<file path="config.mk">
export PLATFORM = sky130hd
export DESIGN_NAME = debounced_button_blink_mode_controller_core
export DESIGN_NICKNAME = d
export VERILOG_FILES = /design/src/rtl/dbbmc_pkg.sv /design/src/rtl/debounced_button_blink_mode_controller_core.sv
export SDC_FILE = /design/constraint.sdc
export NUM_CORES = 1
export LEC_CHECK = 0
export ABC_CLOCK_PERIOD_IN_PS = 28000
export BUFFER_PORTS_ARGS = -buffer_cell sky130_fd_sc_hd__buf_2
export CELL_PAD_IN_SITES_DETAIL_PLACEMENT = 0
export CELL_PAD_IN_SITES_GLOBAL_PLACEMENT = 1
export CORE_AREA = 8 8 144 146
export CTS_BUF_LIST = sky130_fd_sc_hd__clkbuf_2 sky130_fd_sc_hd__clkbuf_4 sky130_fd_sc_hd__clkbuf_8
export DETAILED_ROUTE_END_ITERATION = 10
export DIE_AREA = 0 0 152 154
export HOLD_SLACK_MARGIN = 0.03
export PLACE_DENSITY = 0.95
export SYNTH_ARGS = -nofsm -noshare
export SYNTH_HDL_FRONTEND = slang
export SYNTH_SLANG_ARGS = --single-unit
</file>
<file path="constraint.sdc">
create_clock -name clk -period 28 [get_ports clk]
set_input_delay 4.2 -clock clk [delete_from_list [all_inputs] [get_ports clk]]
set_output_delay 4.2 -clock clk [all_outputs]
set_load 0.02 [all_outputs]
</file>
<file path="src/rtl/dbbmc_pkg.sv">
// ----------------------------------------------------------------------------
// Button debouncer and blink mode controller package
// Payload types, mode and edge codes, register indexes and reset values.
// ----------------------------------------------------------------------------
package dbbmc_pkg;

    typedef struct packed {
        logic        raw_level;
        logic [31:0] time_now;
    } sample_t;

    typedef struct packed {
        logic       led;
        logic [1:0] mode;
        logic [1:0] edge_kind;
        logic       toggled;
        logic [1:0] work_units;
    } result_t;

    localparam logic [1:0] BLINK_OFF  = 2'd0;
    localparam logic [1:0] BLINK_SLOW = 2'd1;
    localparam logic [1:0] BLINK_FAST = 2'd2;

    localparam logic [1:0] BTN_NO_EDGE  = 2'd0;
    localparam logic [1:0] BTN_PRESSED  = 2'd1;
    localparam logic [1:0] BTN_RELEASED = 2'd2;

    localparam logic [1:0] CFG_PRESS_THRESHOLD = 2'd0;
    localparam logic [1:0] CFG_SLOW_PERIOD     = 2'd1;
    localparam logic [1:0] CFG_FAST_PERIOD     = 2'd2;

    localparam logic [7:0]  RESET_PRESS_THRESHOLD = 8'd4;
    localparam logic [15:0] RESET_SLOW_PERIOD     = 16'd40;
    localparam logic [15:0] RESET_FAST_PERIOD     = 16'd10;

endpackage

</file>
<file path="src/rtl/debounced_button_blink_mode_controller_core.sv">
// ----------------------------------------------------------------------------
// Debounced button blink mode controller
// Integrating debouncer that cycles an LED between off, slow and fast blink.
// ----------------------------------------------------------------------------
// Usage:
//   sample channel: sample_valid / sample_stall carry one raw button level and
//   the current time. A transfer happens when valid is high and stall is low.
//   result channel: result_valid / result_stall carry the LED level, the mode,
//   the debounced edge, the toggle flag and the work count for each sample.
//   cfg channel: cfg_valid / cfg_ready write the press threshold (index 0),
//   the slow period (index 1) or the fast period (index 2); cfg_ready is
//   always high and other indexes are ignored. Write only while idle.
// Timing:
//   A sample is held in an input register, processed by one pass of compare
//   and add logic, and lands in the result register, from which it can
//   transfer to the receiver.
//   While the receiver does not stall, one sample per cycle is sustained; the
//   limit is the single update of the debounce and deadline state per cycle.
// Reset and stall:
//   Reset empties both registers, clears the debounce, mode, LED and deadline
//   state and loads the default register values. When the receiver stalls,
//   the result holds and the input register still accepts one more sample.
// ----------------------------------------------------------------------------
module debounced_button_blink_mode_controller_core #(
    parameter int TIME_WIDTH = 32
) (
    input  logic              clk,
    input  logic              rst_n,
    input  logic              sample_valid,
    output logic              sample_stall,
    input  dbbmc_pkg::sample_t sample,
    output logic              result_valid,
    input  logic              result_stall,
    output dbbmc_pkg::result_t result,
    input  logic              cfg_valid,
    output logic              cfg_ready,
    input  logic [1:0]        cfg_index,
    input  logic [15:0]       cfg_data
);
    import dbbmc_pkg::*;

    // Configuration registers.
    logic [7:0]  threshold_reg;
    logic [15:0] slow_period_reg;
    logic [15:0] fast_period_reg;

    // Debounce, mode and blink state.
    logic [7:0]            count_reg, count_next;
    logic                  stable_reg, stable_next;
    logic [1:0]            mode_reg, mode_next;
    logic                  led_reg, led_next;
    logic [TIME_WIDTH-1:0] due_reg, due_next;

    // Pipeline registers.
    logic    hold_valid_reg, hold_valid_next;
    sample_t hold_reg;
    logic    result_valid_reg, result_valid_next;
    result_t result_reg, result_next;

    logic sample_take;
    logic advance;

    logic [7:0]            count_step;
    logic                  press;
    logic                  release_seen;
    logic [1:0]            mode_cycled;
    logic [63:0]           now_wide;
    logic [63:0]           period_wide;
    logic [TIME_WIDTH-1:0] now;
    logic [TIME_WIDTH-1:0] period;
    logic                  led_armed;
    logic [TIME_WIDTH-1:0] due_armed;
    logic [TIME_WIDTH-1:0] lag;
    logic                  fire;

    assign cfg_ready    = 1'b1;
    assign advance      = hold_valid_reg && (!result_valid_reg || !result_stall);
    assign sample_stall = hold_valid_reg && !advance;
    assign sample_take  = sample_valid && !sample_stall;
    assign result_valid = result_valid_reg;
    assign result       = result_reg;

    always_comb
    begin
        hold_valid_next = hold_valid_reg;
        if (sample_take)
        begin
            hold_valid_next = 1'b1;
        end
        else if (advance)
        begin
            hold_valid_next = 1'b0;
        end

        result_valid_next = result_valid_reg;
        if (advance)
        begin
            result_valid_next = 1'b1;
        end
        else if (!result_stall)
        begin
            result_valid_next = 1'b0;
        end
    end

    // Saturating integrator and edge detection.
    always_comb
    begin
        if (hold_reg.raw_level)
        begin
            count_step = (count_reg < threshold_reg) ? count_reg + 8'd1 : count_reg;
        end
        else
        begin
            count_step = (count_reg != 8'd0) ? count_reg - 8'd1 : count_reg;
        end
        press        = !stable_reg && (count_step == threshold_reg);
        release_seen = !press && stable_reg && (count_step == 8'd0);
    end

    always_comb
    begin
        case (mode_reg)
            BLINK_OFF:  mode_cycled = BLINK_SLOW;
            BLINK_SLOW: mode_cycled = BLINK_FAST;
            default:    mode_cycled = BLINK_OFF;
        endcase
    end

    // Deadline arming and the wrap-safe due test.
    always_comb
    begin
        mode_next   = press ? mode_cycled : mode_reg;
        now_wide    = {32'd0, hold_reg.time_now};
        now         = now_wide[TIME_WIDTH-1:0];
        period_wide = {48'd0, (mode_next == BLINK_FAST) ? fast_period_reg : slow_period_reg};
        period      = period_wide[TIME_WIDTH-1:0];

        led_armed = led_reg;
        due_armed = due_reg;
        if (press)
        begin
            led_armed = (mode_next != BLINK_OFF);
            if (mode_next != BLINK_OFF)
            begin
                due_armed = now + period;
            end
        end

        // The deadline is due when now minus due falls in the lower half range.
        lag  = now - due_armed;
        fire = (mode_next != BLINK_OFF) && !lag[TIME_WIDTH-1];

        led_next    = fire ? !led_armed : led_armed;
        due_next    = fire ? due_armed + period : due_armed;
        count_next  = count_step;
        stable_next = press ? 1'b1 : (release_seen ? 1'b0 : stable_reg);

        result_next.led        = led_next;
        result_next.mode       = mode_next;
        result_next.edge_kind  = press ? BTN_PRESSED : (release_seen ? BTN_RELEASED : BTN_NO_EDGE);
        result_next.toggled    = fire;
        result_next.work_units = 2'd1 + {1'b0, press} + {1'b0, fire};
    end

    always_ff @(posedge clk or negedge rst_n)
    begin
        if (!rst_n)
        begin
            threshold_reg    <= RESET_PRESS_THRESHOLD;
            slow_period_reg  <= RESET_SLOW_PERIOD;
            fast_period_reg  <= RESET_FAST_PERIOD;
            count_reg        <= 8'd0;
            stable_reg       <= 1'b0;
            mode_reg         <= BLINK_OFF;
            led_reg          <= 1'b0;
            due_reg          <= '0;
            hold_valid_reg   <= 1'b0;
            result_valid_reg <= 1'b0;
        end
        else
        begin
            hold_valid_reg   <= hold_valid_next;
            result_valid_reg <= result_valid_next;
            if (cfg_valid && cfg_ready)
            begin
                case (cfg_index)
                    CFG_PRESS_THRESHOLD: threshold_reg   <= cfg_data[7:0];
                    CFG_SLOW_PERIOD:     slow_period_reg <= cfg_data;
                    CFG_FAST_PERIOD:     fast_period_reg <= cfg_data;
                    default:             ;
                endcase
            end
            if (advance)
            begin
                count_reg  <= count_next;
                stable_reg <= stable_next;
                mode_reg   <= mode_next;
                led_reg    <= led_next;
                due_reg    <= due_next;
            end
        end
    end

    always_ff @(posedge clk)
    begin
        if (sample_take)
        begin
            hold_reg <= sample;
        end
        if (advance)
        begin
            result_reg <= result_next;
        end
    end

endmodule

</file>
==> flow_summary.html <==
<table>
<tr><th>Metric</th><th>Value</th></tr>
<tr><th colspan="2">Status</th></tr>
<tr><td>Status</td><td>finished, final reports clean</td></tr>
<tr><th colspan="2">Clock network</th></tr>
<tr><td>H-Tree Level Count</td><td>4</td></tr>
<tr><td>TritonCTS clock tree</td><td>done</td></tr>
<tr><td>Clock tree root driver cell</td><td>clkbuf_8</td></tr>
<tr><td>Post-CTS Setup Bufs</td><td>0</td></tr>
<tr><td>Clock latency on the worst-skew pair</td><td>0.46 ns</td></tr>
<tr><td>Buffer levels on the longest clock path</td><td>2</td></tr>
<tr><td>Clock slew at the register clock pins of the worst setup and hold paths</td><td>0.08 ns</td></tr>
<tr><td>CTS Hold Bufs</td><td>0</td></tr>
<tr><td>TritonCTS Buffers</td><td>17</td></tr>
<tr><td>Num Clock Sinks</td><td>127</td></tr>
<tr><td># resized after CTS</td><td>0</td></tr>
<tr><th colspan="2">Detailed routing</th></tr>
<tr><td>DRC violations left</td><td>0</td></tr>
<tr><td>Total iterations of the first detailed-routing run</td><td>5</td></tr>
<tr><td>WL per Instance</td><td>18.4 um</td></tr>
<tr><td>Vias</td><td>8063</td></tr>
<tr><td>Mean number of vias per cell</td><td>6.06</td></tr>
<tr><td>Number of violations reported at the end of detailed-routing iteration 0</td><td>681</td></tr>
<tr><td>Routed Antenna Nets</td><td>0</td></tr>
<tr><td>Total wire length after detailed routing</td><td>24.4 mm</td></tr>
<tr><th colspan="2">Floorplan</th></tr>
<tr><td>Initial cell density of the core</td><td>51.8%</td></tr>
<tr><td>IO Count</td><td>67</td></tr>
<tr><td>Number of standard-cell rows in the floorplan</td><td>50</td></tr>
<tr><td>Overall die width</td><td>152 um</td></tr>
<tr><td>Die area</td><td>23400 um2</td></tr>
<tr><td>Core Box Area</td><td>18500 um2</td></tr>
<tr><td>Height of the chip</td><td>154 um</td></tr>
<tr><th colspan="2">Synth</th></tr>
<tr><td>Cell area after technology mapping</td><td>9560 um2</td></tr>
<tr><td>Distinct cell type count of the synthesized netlist</td><td>83</td></tr>
<tr><td>Primary FF master, synth</td><td>dfrtp_1</td></tr>
<tr><td>Sequential element share of the synthesized area</td><td>35.4%</td></tr>
<tr><td>Top area cells in the synthesized netlist</td><td>dfrtp_1, edfxtp_1, ha_1</td></tr>
<tr><td>Top cell type's share of synthesized area</td><td>21.2%</td></tr>
<tr><td>Number of flip-flops and latches in the synthesized netlist</td><td>127</td></tr>
<tr><td>Synth cell count leaders</td><td>nand2_1, dfrtp_1, o21ai_0, ha_1, nor2_1</td></tr>
<tr><td>Avg Cell Area, Syn</td><td>9.25 um2</td></tr>
<tr><td>Net count after synthesis</td><td>1163</td></tr>
<tr><td>Count of flip-flops with a built-in enable after synthesis</td><td>41</td></tr>
<tr><td>Instance count of the mapped netlist</td><td>1034</td></tr>
<tr><td>Share of synthesized registers carrying an async set or reset</td><td>67.7%</td></tr>
<tr><td>Leading area contributor after synthesis</td><td>dfrtp_1</td></tr>
<tr><td>Number of warnings printed during yosys synthesis</td><td>0</td></tr>
<tr><td>Cell with the most instances after synthesis</td><td>nand2_1</td></tr>
<tr><th colspan="2">Hold path</th></tr>
<tr><td>Number of instances on the worst hold path</td><td>2</td></tr>
<tr><td>Type of the tightest min-delay check</td><td>reg -&gt; reg</td></tr>
<tr><th colspan="2">Cells and area</th></tr>
<tr><td>NumNets Final</td><td>1212</td></tr>
<tr><td>Ant. Diodes</td><td>0</td></tr>
<tr><td>Signed area change from the synthesized netlist to the final layout</td><td>10.4%</td></tr>
<tr><td>Number of cells in the finished layout apart from fillers</td><td>1330</td></tr>
<tr><td>Number of inserted filler cells in the final layout</td><td>1596</td></tr>
<tr><td>Share of cells above drive strength 1</td><td>17.8%</td></tr>
<tr><th colspan="2">Timing</th></tr>
<tr><td>Total negative setup slack</td><td>0 ns</td></tr>
<tr><td>Portion of the clock cycle consumed by the worst path in the final layout</td><td>41.0%</td></tr>
<tr><td>Unrepaired setup endpoints after global routing</td><td>no</td></tr>
<tr><td>Count of endpoints failing hold in the final timing report</td><td>0</td></tr>
<tr><td>Shortest period the worst path allows</td><td>11.47 ns</td></tr>
<tr><td>Final Slew Violations</td><td>0</td></tr>
<tr><td>Highest clock frequency the design can meet</td><td>0.0872 GHz</td></tr>
<tr><td>Relative slew margins</td><td>23.0%</td></tr>
<tr><td>Worst Skew</td><td>0.0143 ns</td></tr>
<tr><td>Slew of the pin with the lowest slew margin</td><td>1.15 ns</td></tr>
<tr><td>Final setup violating endpoints</td><td>0</td></tr>
<tr><th colspan="2">Setup path</th></tr>
<tr><td>Data required, critical path</td><td>28.33 ns</td></tr>
<tr><td>Number of cells on the worst reg-to-reg path</td><td>37</td></tr>
<tr><td>Category of the critical setup timing path</td><td>reg -&gt; reg</td></tr>
<tr><td>Critical path peak fanout</td><td>18</td></tr>
<tr><td>CP Data Arrival Time</td><td>11.80 ns</td></tr>
<tr><td>Master of the slowest instance on the critical path</td><td>a211oi_2</td></tr>
<tr><td>Startpoint kind of the worst setup timing path</td><td>flop</td></tr>
<tr><td>Most common cell on crit path</td><td>a21o_1</td></tr>
<tr><td>Setup crit end kind</td><td>flop</td></tr>
<tr><td>CP max stage delay</td><td>0.96 ns</td></tr>
<tr><th colspan="2">Power</th></tr>
<tr><td>Power dissipated by switching net loads</td><td>344 uW</td></tr>
<tr><td>Leakage power</td><td>4.51 nW</td></tr>
<tr><td>Share of total power in the clock network</td><td>23.5%</td></tr>
<tr><td>Largest vdd supply drop</td><td>0.0511 mV</td></tr>
<tr><td>Comb pwr share</td><td>45.0%</td></tr>
<tr><td>PnR Total Power</td><td>867 uW</td></tr>
<tr><td>Total power divided by cell area</td><td>82.1 nW/um2</td></tr>
<tr><td>Fraction of power consumed by sequential logic</td><td>31.5%</td></tr>
<tr><td>Net switching share of the total power</td><td>39.7%</td></tr>
<tr><td>Internal power</td><td>523 uW</td></tr>
<tr><th colspan="2">Global route</th></tr>
<tr><td>Global-route wire length before repair</td><td>39.9 mm</td></tr>
<tr><td>Largest net degree at the start of global routing</td><td>67</td></tr>
<tr><td>Initial antenna violation count</td><td>0</td></tr>
<tr><td>Number of global-route vias before repair</td><td>8016</td></tr>
<tr><td>GRT Residual Overflow</td><td>0</td></tr>
<tr><td>Total global routing track utilization</td><td>20.9%</td></tr>
<tr><th colspan="2">Placed design</th></tr>
<tr><td>Final weighted congestion in routability-driven placement</td><td>0.913</td></tr>
<tr><td>Half-perimeter wire length of the detailed placement result</td><td>17.8 mm</td></tr>
<tr><td>I/O Buffers</td><td>65</td></tr>
<tr><td>Instance count after placement with tap cells included</td><td>1298</td></tr>
<tr><th colspan="2">Flow run</th></tr>
<tr><td>Max-cap viol count</td><td>0</td></tr>
</table>
-- through the flow --
stage / setup WS [ns] / hold slack, ns / util [%] / cell area (um2)
2_1_floorplan: 18.47 / 0.450 / - / 9560
3_3_place_gp: 16.78 / 0.462 / 54.5 / 10100
3_5_place_dp: 16.62 / 0.475 / 54.5 / 10100
4_1_cts: 16.58 / 0.493 / 57.2 / 10600
5_1_grt: 15.85 / 0.510 / 57.2 / 10600
6_report: 16.53 / 0.488 / 57.2 / 10600
-- worst paths after layout --
check / endpoint / slack [ns] / from
max: due_reg[23]$_DFFE_PN0P_ / 16.53 / count_reg[2]$_DFFE_PN0P_
min: due_reg[3]$_DFFE_PN0P_ / 0.49 / due_reg[3]$_DFFE_PN0P_
max reg2reg: due_reg[23]$_DFFE_PN0P_ / 16.53 / count_reg[2]$_DFFE_PN0P_
min reg2reg: due_reg[3]$_DFFE_PN0P_ / 0.49 / due_reg[3]$_DFFE_PN0P_
max in group asynchronous: slow_period_reg[9]$_DFFE_PN0P_ / 23.16 / rst_n
min in group asynchronous: due_reg[26]$_DFFE_PN0P_ / 3.64 / rst_n
-- critical path, delay by kind of cell (launching register included) --
family	cells	cell delay, ns
AOI/OAI and AO/OA	18	4.95
and+or+nand+nor	10	3.02
muxes	3	1.10
adders and majority gates	3	1.02
DFF	1	0.68
xor gates and xnor gates	2	0.36
buffers and inverters	1	0.17
-- per-layer routing --
layer / track usage (%) / up-vias / wire length [um]
li1: - / 3911 / -
met1: 25.6 / 3835 / 10800
met2: 34.7 / 248 / 11500
met3: 3.78 / 69 / 1180
met4: 10.5 / 0 / 971
met5: 0 / - / 0
-- layout by cell type (no fill, tap or decap), types with 13 or more instances in the layout --
cell type,netlist,final
nand2_1,111,110
dfrtp_1,81,81
o21ai_0,72,72
ha_1,71,71
buf_2,10,64
nor2_1,57,57
mux2_2,56,56
inv_1,51,51
a21oi_1,51,51
edfxtp_1,41,41
a21o_1,32,32
nand3_1,30,30
xnor2_1,28,28
xor2_1,27,27
nor3_1,23,23
mux2i_1,22,22
clkbuf_8,0,18
nand4_1,16,16
and3_1,16,16
a31oi_1,15,15
nand2b_1,13,13
-- cells by family (layout without fill, tap and decap cells) --
group | after synthesis | in the layout | synth area share [%]
AND/OR/NAND/NOR | 336 | 336 | 17.9
AO/OA/AOI/OAI | 267 | 267 | 18.5
flip-flops | 127 | 127 | 35.4
buffers and inverters | 96 | 158 | 4.30
multiplexers | 79 | 79 | 9.05
adder cells (fa/ha/maj) | 73 | 73 | 9.71
XOR/XNOR | 55 | 55 | 5.04
other | 1 | 1 | 0.0392
-- area by class of cell --
class                   instances  area [um2]  share of cell area [%]
clock buffers                  18         248                    2.35
clock inverters                14         260                    2.46
inverters                      52         200                    1.90
multi-input cells             811        5770                    54.7
flip-flops and latches        127        3390                    32.1
well taps                     234         293                    2.77
repair buffers                 74         395                    3.74
-- power groups by stage --
| stage | registers (mW) | clock network (mW) | logic, mW |
|---|---|---|---|
| 3_3_place_gp | 0.274 | 0 | 0.380 |
| 5_1_grt | 0.278 | 0.215 | 0.435 |
| 2_1_floorplan | 0.256 | 0 | 0.314 |
| 6_report | 0.273 | 0.204 | 0.390 |
| 4_1_cts | 0.272 | 0.208 | 0.388 |
| 3_5_place_dp | 0.275 | 0 | 0.385 |
No activity file was read; power rests on OpenSTA's default activity.
